**src/rtl/tarc_pkg.sv**
```systemverilog
`timescale 1ns / 1ps
// ----------------------------------------------------------------------------
// Tag access relay controller package
// Shared widths, command codes and register indexes.
// ----------------------------------------------------------------------------
package tarc_pkg;

   localparam int TAG_BYTES  = 5;
   localparam int CARD_COUNT = 3;
   localparam int CARD_REGS  = 3;

   localparam int TAG_W   = 40;
   localparam int CNT_W   = 16;
   localparam int CSR_IDX_W = 3;
   localparam int REQ_TDATA_W = 40;
   localparam int REQ_TUSER_W = 2;
   localparam int RSP_TDATA_W = 8;

   localparam int CMP_W     = (TAG_BYTES * 8 < TAG_W) ? TAG_BYTES * 8 : TAG_W;
   localparam int CARD_USED = (CARD_COUNT < CARD_REGS) ? CARD_COUNT : CARD_REGS;

   localparam logic [CNT_W-1:0] WINDOW_RESET = CNT_W'(30000);
   localparam logic [CNT_W-1:0] PULSE_RESET  = CNT_W'(500);
   localparam logic [CNT_W-1:0] CNT_MAX      = {CNT_W{1'b1}};

   typedef enum logic [REQ_TUSER_W-1:0] {
      CMD_TICK   = 2'd0,
      CMD_CARD   = 2'd1,
      CMD_BUTTON = 2'd2
   } command_type;

   localparam logic [CSR_IDX_W-1:0] REG_CARD_ZERO   = 3'd0;
   localparam logic [CSR_IDX_W-1:0] REG_CARD_ONE    = 3'd1;
   localparam logic [CSR_IDX_W-1:0] REG_CARD_TWO    = 3'd2;
   localparam logic [CSR_IDX_W-1:0] REG_AUTH_WINDOW = 3'd3;
   localparam logic [CSR_IDX_W-1:0] REG_PULSE_LEN   = 3'd4;

   localparam int RSP_RELAY_BIT   = 0;
   localparam int RSP_LAMP_BIT    = 1;
   localparam int RSP_AUTH_BIT    = 2;
   localparam int RSP_MATCHED_BIT = 3;

endpackage

```
**src/rtl/tag_access_relay_controller_core.sv**
```systemverilog
`timescale 1ns / 1ps
// ----------------------------------------------------------------------------
// Tag access relay controller core
// Card tag check with an authorization window and a timed relay pulse.
//
//   Channel  Direction  Handshake              Contents
//   req      in         req_tvalid/req_tready  tuser command, tdata card tag
//   rsp      out        rsp_tvalid/rsp_tready  tdata relay, lamp, auth, match
//   csr      in         csr_valid/csr_ready    register index and write data
//
// A request is registered, evaluated combinationally and its response registered,
// so it passes the input register and then the response register, and one request
// is taken every cycle while the response is not stalled.
// Reset restores the register defaults and clears the mode, counters and
// pipeline. A stalled response holds the pipeline; csr writes are always taken.
// ----------------------------------------------------------------------------
module tag_access_relay_controller_core
   import tarc_pkg::*;
(
   input  logic                   clock,
   input  logic                   reset,
   input  logic                   req_tvalid,
   output logic                   req_tready,
   input  logic [REQ_TDATA_W-1:0] req_tdata,  // [39:0] card_tag
   input  logic [REQ_TUSER_W-1:0] req_tuser,  // [1:0] command
   output logic                   rsp_tvalid,
   input  logic                   rsp_tready,
   output logic [RSP_TDATA_W-1:0] rsp_tdata,  // [0] relay_on, [1] lamp_on,
                                              // [2] authorized, [3] card_matched
   input  logic                   csr_valid,
   output logic                   csr_ready,
   input  logic [CSR_IDX_W-1:0]   csr_index,
   input  logic [TAG_W-1:0]       csr_data
);

   logic [TAG_W-1:0] card_ff [CARD_REGS];
   logic [CNT_W-1:0] window_len_ff;
   logic [CNT_W-1:0] pulse_len_ff;

   logic              in_valid_ff;
   command_type       in_cmd_ff;
   logic [TAG_W-1:0]  in_tag_ff;

   logic              mode_ff, mode_in;
   logic [CNT_W-1:0]  window_ff, window_in;
   logic [CNT_W-1:0]  pulse_ff, pulse_in;
   logic              relay_ff, relay_in;
   logic              lamp_ff, lamp_in;
   logic              matched_in;

   logic              rsp_valid_ff;
   logic              rsp_relay_ff, rsp_lamp_ff, rsp_auth_ff, rsp_matched_ff;

   logic              advance;
   logic              take;
   logic              tag_hit;
   logic              run_check;
   logic              button;

   assign advance    = !rsp_valid_ff || rsp_tready;
   assign take       = advance && in_valid_ff;
   assign req_tready = !in_valid_ff || advance;
   assign csr_ready  = 1'b1;

   always_ff @(posedge clock) begin
      if (reset) begin
         for (int i = 0; i < CARD_REGS; i++) begin
            card_ff[i] <= '0;
         end
         window_len_ff <= WINDOW_RESET;
         pulse_len_ff  <= PULSE_RESET;
      end else if (csr_valid) begin
         case (csr_index)
            REG_CARD_ZERO:   card_ff[0]    <= csr_data;
            REG_CARD_ONE:    card_ff[1]    <= csr_data;
            REG_CARD_TWO:    card_ff[2]    <= csr_data;
            REG_AUTH_WINDOW: window_len_ff <= csr_data[CNT_W-1:0];
            REG_PULSE_LEN:   pulse_len_ff  <= csr_data[CNT_W-1:0];
            default: ;
         endcase
      end
   end

   always_comb begin
      tag_hit = 1'b0;
      for (int i = 0; i < CARD_USED; i++) begin
         if (card_ff[i][CMP_W-1:0] == in_tag_ff[CMP_W-1:0]) begin
            tag_hit = 1'b1;
         end
      end
   end

   always_comb begin
      mode_in    = mode_ff;
      window_in  = window_ff;
      pulse_in   = pulse_ff;
      relay_in   = relay_ff;
      lamp_in    = lamp_ff;
      matched_in = 1'b0;
      run_check  = 1'b0;
      button     = 1'b0;
      case (in_cmd_ff)
         CMD_TICK: begin
            if (mode_ff) begin
               window_in = (window_ff == CNT_MAX) ? window_ff : window_ff + 1'b1;
               pulse_in  = (pulse_ff == CNT_MAX) ? pulse_ff : pulse_ff + 1'b1;
               run_check = 1'b1;
            end
         end
         CMD_CARD: begin
            if (!mode_ff) begin
               if (tag_hit) begin
                  matched_in = 1'b1;
                  mode_in    = 1'b1;
                  lamp_in    = 1'b1;
                  relay_in   = 1'b1;
                  window_in  = '0;
                  pulse_in   = '0;
               end
            end else begin
               run_check = 1'b1;
            end
         end
         CMD_BUTTON: begin
            run_check = mode_ff;
            button    = 1'b1;
         end
         default: ;
      endcase
      if (run_check) begin
         if (window_in >= window_len_ff) begin
            mode_in  = 1'b0;
            relay_in = 1'b0;
            lamp_in  = 1'b0;
         end else if (button) begin
            pulse_in = '0;
            relay_in = 1'b1;
         end
         if (pulse_in >= pulse_len_ff) begin
            relay_in = 1'b0;
         end
      end
   end

   always_ff @(posedge clock) begin
      if (reset) begin
         in_valid_ff  <= 1'b0;
         rsp_valid_ff <= 1'b0;
         mode_ff      <= 1'b0;
         window_ff    <= '0;
         pulse_ff     <= '0;
         relay_ff     <= 1'b0;
         lamp_ff      <= 1'b0;
      end else begin
         if (req_tready) begin
            in_valid_ff <= req_tvalid;
         end
         if (advance) begin
            rsp_valid_ff <= in_valid_ff;
         end
         if (take) begin
            mode_ff   <= mode_in;
            window_ff <= window_in;
            pulse_ff  <= pulse_in;
            relay_ff  <= relay_in;
            lamp_ff   <= lamp_in;
         end
      end
   end

   always_ff @(posedge clock) begin
      if (req_tready && req_tvalid) begin
         in_cmd_ff <= command_type'(req_tuser);
         in_tag_ff <= req_tdata;
      end
      if (take) begin
         rsp_relay_ff   <= relay_in;
         rsp_lamp_ff    <= lamp_in;
         rsp_auth_ff    <= mode_in;
         rsp_matched_ff <= matched_in;
      end
   end

   assign rsp_tvalid = rsp_valid_ff;

   always_comb begin
      rsp_tdata                  = '0;
      rsp_tdata[RSP_RELAY_BIT]   = rsp_relay_ff;
      rsp_tdata[RSP_LAMP_BIT]    = rsp_lamp_ff;
      rsp_tdata[RSP_AUTH_BIT]    = rsp_auth_ff;
      rsp_tdata[RSP_MATCHED_BIT] = rsp_matched_ff;
   end

endmodule

```
**config.mk**
```make
export PLATFORM = sky130hd
export DESIGN_NAME = tag_access_relay_controller_core
export DESIGN_NICKNAME = d
export VERILOG_FILES = /design/src/rtl/tarc_pkg.sv /design/src/rtl/tag_access_relay_controller_core.sv
export SDC_FILE = /design/constraint.sdc
export NUM_CORES = 1
export LEC_CHECK = 0
export ABC_AREA = 1
export BUFFER_PORTS_ARGS = -buffer_cell sky130_fd_sc_hd__buf_2
export CAP_MARGIN = 5
export CORE_UTILIZATION = 50
export DETAILED_ROUTE_END_ITERATION = 8
export HOLD_SLACK_MARGIN = 0.06
export PLACE_DENSITY = 0.71
export SLEW_MARGIN = 40
export SYNTH_ARGS = -nofsm -noshare
export SYNTH_HDL_FRONTEND = slang
export SYNTH_SLANG_ARGS = --single-unit
```
**constraint.sdc**
```tcl
create_clock -name clock -period 3.8 [get_ports clock]
set_input_delay 0.19 -clock clock [delete_from_list [all_inputs] [get_ports clock]]
set_output_delay 0.19 -clock clock [all_outputs]
set_load 0.005 [all_outputs]
```
======== After elaboration in Yosys (flattened, before gate mapping) ========
Memories as Yosys holds them, arrays and structs flattened.
Cells that the tools add are included.
storage, ports and cells
  bits in registers ....................... 115
  latch bits .............................. 0
  RAM bits ................................ 120
  ROM bits ................................ 0
  bits of input ports ..................... 90
  output and inout bits ................... 11
  word-level logic and storage cells ...... 101
  memories ................................ 1
cells by class
  add/subtract/negate cells ............... 2
  multiply operators ...................... 0
  divide/modulo/power cells ............... 0
  magnitude comparators ................... 2
  equal/unequal tests ..................... 11
  shift operators ......................... 0
  multiplexer cells ....................... 54
  bitwise logic cells ..................... 4
  reduce and logical (&&, ||, !) cells .... 12
memory list
  name     words  width  read ports  clocked after memory_dff  write ports  line                                    text
  card_ff  3      40     3           0                         3            tag_access_relay_controller_core.sv:36  logic [TAG_W-1:0] card_ff [CARD_REGS];
operators by type and width
  cell                                                                    number
  16-bit two-way mux                                                      12
  40-bit equality test                                                    3
  40-bit two-way mux                                                      3
  16-bit one-hot mux with 2 select lines                                  2
  1-bit two-way mux                                                       36
  16-bit by 1-bit adder with 16-bit output (second input constant)        2
  16-bit equality test (second input constant)                            2
  16-bit greater-or-equal comparator                                      2
  3-bit by 2-bit equality test with 1-bit output (second input constant)  2
  2-bit AND reduction                                                     2
  2-bit OR reduction                                                      2
  3-bit by 1-bit equality test with 1-bit output (second input constant)  1
  3-bit equality test (second input constant)                             1
  3-bit logical NOT                                                       1
  1-bit OR                                                                3
  2-bit by 1-bit equality test with 1-bit output (second input constant)  1
  2-bit equality test (second input constant)                             1
  1-bit logical AND                                                       2
  1-bit logical NOT                                                       2
  2-bit logical NOT                                                       1
  1-bit logical OR                                                        2
  1-bit one-hot mux with 2 select lines                                   1
  1-bit NOT                                                               1

======== Longest topological paths before layout ========
An unclocked memory read counts as a cell.
  depth in word-level cells ............... 14
  gate-level depth with buffers ........... 38
  mapped depth without buffers ............ 36

======== Worst setup path before layout ========
OpenSTA, ideal clock, no wires.
  path kind ............................... register to register
  from .................................... register window_ff[0]
  to ...................................... register rsp_relay_ff, data pin
  library setup time ...................... 0.251 ns
  arrival ................................. 3.982 ns
  data required time ...................... 3.549 ns
  path slack .............................. -0.433 ns
  stages on the path, launching flop included .. 34
  period minus slack after synthesis ...... 4.233 ns
  cell sequence ........................... dfxtp_1 ha_1 nand3_1 nor3_2 nand2_1 nor2_4 nand4_2 nand2_2 a21oi_1 nand2_1 nand3_1 nand2_1 inv_1 ha_1 a21oi_1 o21ai_0 nand2_1 o211ai_1 nand2_1 nand3_1 nor2_2 clkbuf_1 nor2_1 ha_1 inv_1 nor3_1 nand2_1 o311ai_0 nand2_1 nand3_1 nand3b_1 nand2_1 nand2_1 inv_1
on the way
  longest elaborated chain between the ends .. 10
  elaborated cells on any way between the ends .. 14
ends and longest elaborated chain
  element                                                                                  line                                     text
  start: declaration                                                                       tag_access_relay_controller_core.sv:45   logic [CNT_W-1:0] window_ff, window_in;
  start signal: assignment                                                                 tag_access_relay_controller_core.sv:163  window_ff <= window_in;
  16-bit by 1-bit adder with 16-bit output / 16-bit equality test (equally long branches)  tag_access_relay_controller_core.sv:105  window_in = (window_ff == CNT_MAX) ? window_ff : window_ff + 1'b1;
  16-bit two-way mux *                                                                     tag_access_relay_controller_core.sv:105
  16-bit two-way mux *                                                                     tag_access_relay_controller_core.sv:104  if (mode_ff) begin
  16-bit one-hot mux with 2 select lines *                                                 tag_access_relay_controller_core.sv:102  case (in_cmd_ff)
  via window_in[1]                                                                         tag_access_relay_controller_core.sv:45
  16-bit greater-or-equal comparator *                                                     tag_access_relay_controller_core.sv:131  if (window_in >= window_len_ff) begin
  16-bit two-way mux                                                                       tag_access_relay_controller_core.sv:131
  16-bit two-way mux                                                                       tag_access_relay_controller_core.sv:130  if (run_check) begin
  16-bit greater-or-equal comparator                                                       tag_access_relay_controller_core.sv:139  if (pulse_in >= pulse_len_ff) begin
  1-bit two-way mux *                                                                      tag_access_relay_controller_core.sv:139
  1-bit two-way mux *                                                                      tag_access_relay_controller_core.sv:130
  via relay_in                                                                             tag_access_relay_controller_core.sv:47   logic relay_ff, relay_in;
  end signal: assignment                                                                   tag_access_relay_controller_core.sv:177  rsp_relay_ff <= relay_in;
  end: declaration                                                                         tag_access_relay_controller_core.sv:52   logic rsp_relay_ff, rsp_lamp_ff, rsp_auth_ff, rsp_matched_ff;
Mark *: on every way through the listed nets, which the timed path passes. The rest lies on a longest branch. The select of a mux whose other input is x is not followed.
A chain may end at the register's enable or synchronous reset.

======== Final worst setup path ========
  from .................................... register in_tag_ff[30]
  to ...................................... register rsp_relay_ff, data pin
on the way
  longest elaborated chain between the ends .. 13
  elaborated cells on any way between the ends .. 24
ends and longest elaborated chain
  element                                   line                                     text
  start: declaration                        tag_access_relay_controller_core.sv:42   logic [TAG_W-1:0] in_tag_ff;
  start signal: assignment                  tag_access_relay_controller_core.sv:174  in_tag_ff <= req_tdata;
  40-bit equality test                      tag_access_relay_controller_core.sv:87   if (card_ff[i][CMP_W-1:0] == in_tag_ff[CMP_W-1:0]) begin
  1-bit two-way mux (2 in series)           tag_access_relay_controller_core.sv:87
  1-bit two-way mux *                       tag_access_relay_controller_core.sv:87
  16-bit two-way mux *                      tag_access_relay_controller_core.sv:112  if (tag_hit) begin
  16-bit two-way mux *                      tag_access_relay_controller_core.sv:111  if (!mode_ff) begin
  16-bit one-hot mux with 2 select lines *  tag_access_relay_controller_core.sv:102
  via window_in[9]                          tag_access_relay_controller_core.sv:45
  16-bit greater-or-equal comparator *      tag_access_relay_controller_core.sv:131
  16-bit two-way mux                        tag_access_relay_controller_core.sv:131
  16-bit two-way mux                        tag_access_relay_controller_core.sv:130
  16-bit greater-or-equal comparator        tag_access_relay_controller_core.sv:139
  1-bit two-way mux *                       tag_access_relay_controller_core.sv:139
  1-bit two-way mux *                       tag_access_relay_controller_core.sv:130
  via relay_in                              tag_access_relay_controller_core.sv:47
Marks and branches as above.

==> run summary <==
The die boundary height came out at 155 µm. The critical path capture point is rsp_relay_ff$_DFFE_PP_. For this design the total switching power over the nets is around 1.5 mW. The routability-driven placement congestion ratio is 0.873.

The maximum number of pins on one net before global-route repair came out at 41. The H-tree depth is 1. The share of cells above drive strength 1 came out at 20.3%. Before antenna repair, the detailed router went through 5 iterations. Global routing finished with a remaining overflow of 0.

The number of buffers on the longest clock path came out at 3. The flow ran to the end, but the final reports show violations. The signal arrival time at the worst endpoint is 4.75 ns.

From left edge to right edge, the die measures approximately 150 µm. The checks that failed: negative setup slack. At the end of the flow, the number of nets in the layout was 1716. The worst hold-check slack is 0.162 ns. The starting utilization of the core area is 51.3%. The worst setup path is of the flip-flop to flip-flop kind.

The signed area change from the synthesized netlist to the final layout is 31.1%. The slew at the pin closest to its max-slew limit came out at between 0.7 and 0.8 ns. The global-route wire length before repair came out at approximately 47000 µm. Setup repair after global routing could not meet its margin everywhere.

The post-detailed-route wirelength per cell is ~16 µm. The number of antenna violations at the first check in global routing came out at 1. The minimum setup slack among reg-to-reg paths is -0.66 ns. The detail route stage leaves a number of antenna-violating nets equal to 0. Tracing the worst setup path back leads to its startpoint at in_tag_ff[30]$_DFFE_PP_.

The number of cell rows is 55. The area of all placed cells without fillers is 15300 µm². Clock-pin slew was measured on the worst setup and hold paths at ~0.06 ns. The first routing iteration left 642 violations. Across the run, the number of max-cap violations was 0. The number of buffers added by the clock tree synthesis step is 26. The reg-to-reg endpoint is rsp_relay_ff$_DFFE_PP_. Yosys mapped a number of flops with a built-in enable equal to 166. The register share of total power came out at between 40% and 50%. The final cell utilization of the core came out at about two thirds.

Across the routed clock network, the largest skew measured is 0.0206 ns. The area of the mapped netlist is 11700 µm². The clock network accounts for 40.1% of the total power. The startpoint identified for the worst register-to-register timing path is in_tag_ff[30]$_DFFE_PP_.

The slack of the critical path came out at -0.659 ns. The floorplan step defined a die boundary enclosing 24000 µm². The clock tree root driver cell is sky130_fd_sc_hd__clkbuf_16. The via count of the first global-routing pass is 9333. The remaining design rule violation count is 0. The internal power consumption came out at around 4.7 mW.

The critical path endpoint category is a flip-flop. The clock net sink count is 235. On the worst path, the slowest cell contributes a delay of 0.43 ns.

Summing the sequential cell areas from Yosys gives 54.5% of the chip area. During I/O placement, the number of pins put on the boundary was 101. The total power after layout is 6.28 mW.

The maximum VDD drop is 348 µV. The cell that appears most often on the critical path is sky130_fd_sc_hd__nand2_1. The final total negative setup slack is -1.22 ns. The HPWL after detailed placement is 20200 µm. The warning count from the yosys run is 0. The placement-stage cell area came out at 13100 µm².

The fraction of registers with async set/reset is 0%. The number of endpoints with negative hold slack in the final report is 0. In this run, the combinational gates consume 12.0% of the power.

The core area is 22800 µm². The path class of the tightest hold or removal check is input port to flip-flop. Along the worst path, the maximum fanout reaches 7. The overall routing resource usage is 25.4%. The count of cells along the worst register-to-register path came out at 30. The total wirelength of the detailed-routed design is 30400 µm. The leakage dissipation is 6.84 nW.

The total power density per cell area came out at 410 nW/µm². For this run, the leading register cell type out of synthesis is sky130_fd_sc_hd__edfxtp_1. The maximum achievable frequency came out at ~220 MHz. The worst setup path is launched from a flip-flop. The cell count after synthesis came out at 1324. The post-synthesis area per instance came out at roughly 9 µm². The layout has 1680 filler cells.

After layout, the worst path uses 117% of the clock period. The number of unique standard cell types used by synthesis came out at 39. Counting flops and latches in the post-synthesis netlist gives 235. The insertion delay of the later-clocked pin in the worst-skew pair came out at 0.55 ns.

Excluding fillers, the count of instances in the completed layout stands at just under 2000. The cell total after placement is 1775. The worst setup timing slack at the placement stage came out at -0.774 ns. The slowest stage of the critical path is the sky130_fd_sc_hd__edfxtp_1 cell.

For the worst setup path, the data required time is 4.09 ns. The number of max-slew violations in the final report is 0. The switching fraction of total power is 24.6%. Headroom to the max-slew limit came out at roughly 50%. TritonCTS built the clock tree. The count of buffers added on input and output ports is 95. The worst path in the final design needs a cycle of 4.46 ns, including I/O delays and setup. The final setup violation count is 2. The number of vias after detailed routing is 9632.

The mean number of vias per cell came out at 5.00.
## worst max-delay path: cells and delay by family (launching register included)
family / cells / cell delay [ns]
simple gates: 17 / 2.01
xor+xnor: 1 / 0.22
flops: 1 / 0.43
buf+inv: 5 / 0.47
compound gates: 5 / 0.57
fa+ha+maj: 2 / 0.51
## sequential cells by signal, indices dropped and copies added, names as in the netlist
signal	flops
pulse_ff	16
lamp_ff	1
mode_ff	1
pulse_len_ff	16
in_tag_ff	40
rsp_tvalid	1
rsp_matched_ff	1
in_cmd_ff	2
window_ff	16
rsp_lamp_ff	1
rsp_relay_ff	1
rsp_auth_ff	1
window_len_ff	16
card_ff	120
relay_ff	1
in_valid_ff	1
## final cells by class
cell class | instances | area, µm² | area share [%]
antenna | 1 | 2.50 | 0.0163
inverter | 234 | 881 | 5.75
sequential | 235 | 6370 | 41.6
clock inverter | 11 | 134 | 0.874
timing repair buffer | 273 | 2070 | 13.5
clock buffer | 37 | 732 | 4.78
tap | 313 | 392 | 2.56
multi-input combinational | 822 | 4740 | 30.9
## power groups by stage
stage | Combinational (mW) | Sequential [mW] | Clock (mW)
2_1_floorplan | 0.372 | 3.04 | 0
3_3_place_gp | 0.606 | 3.05 | 0
3_5_place_dp | 0.620 | 3.05 | 0
4_1_cts | 0.721 | 3.00 | 2.55
5_1_grt | 0.829 | 3.02 | 2.66
6_report | 0.754 | 3.01 | 2.52
## worst min-delay path by stage
stage | startpoint | end | slack [ns] | cells after the start
after floorplan | req_tuser[0] | in_cmd_ff[0]$_DFFE_PP_ | 0.29 | 0
after global placement | req_tdata[31] | in_tag_ff[31]$_DFFE_PP_ | 0.37 | 1
after detailed placement | req_tdata[25] | in_tag_ff[25]$_DFFE_PP_ | 0.37 | 1
after CTS | reset | pulse_ff[14]$_SDFFE_PP0P_ | 0.15 | 3
after global routing | reset | pulse_ff[10]$_SDFFE_PP0P_ | 0.17 | 3
final | reset | pulse_ff[10]$_SDFFE_PP0P_ | 0.16 | 3
## kinds of logic after synthesis
family / Yosys count / share of synthesized area [%]
buffers and inverters: 272 / 9.19
AOI/OAI and AO/OA: 160 / 7.49
DFF: 235 / 54.5
other: 2 / 0.0643
and+or+nand+nor: 548 / 19.7
adders and majority gates: 34 / 3.64
xor gates and xnor gates: 73 / 5.47
## timing repair
item / in CTS / in global routing
setup buffers: 7 / 8
hold buffers: 85 / 0
pin swaps: 29 / 28
gates cloned: 2 / 0
hold endpoints to repair: 148 / 0
gates resized for setup: 43 / 38
endpoints found under the setup margin: 2 / 19
## cell usage in the layout (no fill, tap or decap), types with 11 or more instances in the layout
cell,instances
sky130_fd_sc_hd__o21ai_1,12
sky130_fd_sc_hd__clkbuf_16,26
sky130_fd_sc_hd__buf_4,85
sky130_fd_sc_hd__dlygate4sd3_1,85
sky130_fd_sc_hd__inv_1,219
sky130_fd_sc_hd__ha_1,25
sky130_fd_sc_hd__edfxtp_1,166
sky130_fd_sc_hd__nand2_2,11
sky130_fd_sc_hd__inv_2,11
sky130_fd_sc_hd__xor2_1,16
sky130_fd_sc_hd__nor2_1,112
sky130_fd_sc_hd__buf_2,95
sky130_fd_sc_hd__xnor2_1,51
sky130_fd_sc_hd__a21oi_1,60
sky130_fd_sc_hd__nand4_1,15
sky130_fd_sc_hd__dfxtp_1,67
sky130_fd_sc_hd__nand2_1,310
sky130_fd_sc_hd__o211ai_1,16
sky130_fd_sc_hd__nand3_1,43
sky130_fd_sc_hd__o21ai_0,49
## synth_stat cells (3+ instances only)
cell type | count | area, µm²
sky130_fd_sc_hd__a21oi_1 | 69 | 345
sky130_fd_sc_hd__buf_2 | 3 | 15.0
sky130_fd_sc_hd__buf_4 | 11 | 82.6
sky130_fd_sc_hd__clkbuf_1 | 22 | 82.6
sky130_fd_sc_hd__clkinv_1 | 3 | 11.3
sky130_fd_sc_hd__dfxtp_1 | 69 | 1380
sky130_fd_sc_hd__edfxtp_1 | 166 | 4980
sky130_fd_sc_hd__ha_1 | 34 | 425
sky130_fd_sc_hd__inv_1 | 229 | 860
sky130_fd_sc_hd__nand2_1 | 320 | 1200
sky130_fd_sc_hd__nand3_1 | 51 | 255
sky130_fd_sc_hd__nand3b_1 | 9 | 67.6
sky130_fd_sc_hd__nand4_1 | 15 | 93.8
sky130_fd_sc_hd__nor2_1 | 121 | 454
sky130_fd_sc_hd__nor2_2 | 4 | 25.0
sky130_fd_sc_hd__nor3_1 | 16 | 80.1
sky130_fd_sc_hd__o211ai_1 | 16 | 120
sky130_fd_sc_hd__o21ai_0 | 55 | 275
sky130_fd_sc_hd__o21ai_1 | 9 | 45.0
sky130_fd_sc_hd__o22ai_1 | 4 | 25.0
sky130_fd_sc_hd__o31ai_1 | 3 | 22.5
sky130_fd_sc_hd__xnor2_1 | 57 | 499
sky130_fd_sc_hd__xor2_1 | 16 | 140
## metal layers
| layer | wire length [µm] | global-route usage (%) | up-vias | share of wire, % |
|---|---|---|---|---|
| met1 | 12100 | 30.3 | 4517 | 40 |
| li1 | - | - | 4786 | - |
| met4 | 1010 | 9.01 | 0 | 3.3 |
| met2 | 15600 | 46.2 | 269 | 51 |
| met5 | 0 | 0 | - | 0 |
| met3 | 1670 | 4.01 | 60 | 5.5 |
(Power assumes the default switching activity.)
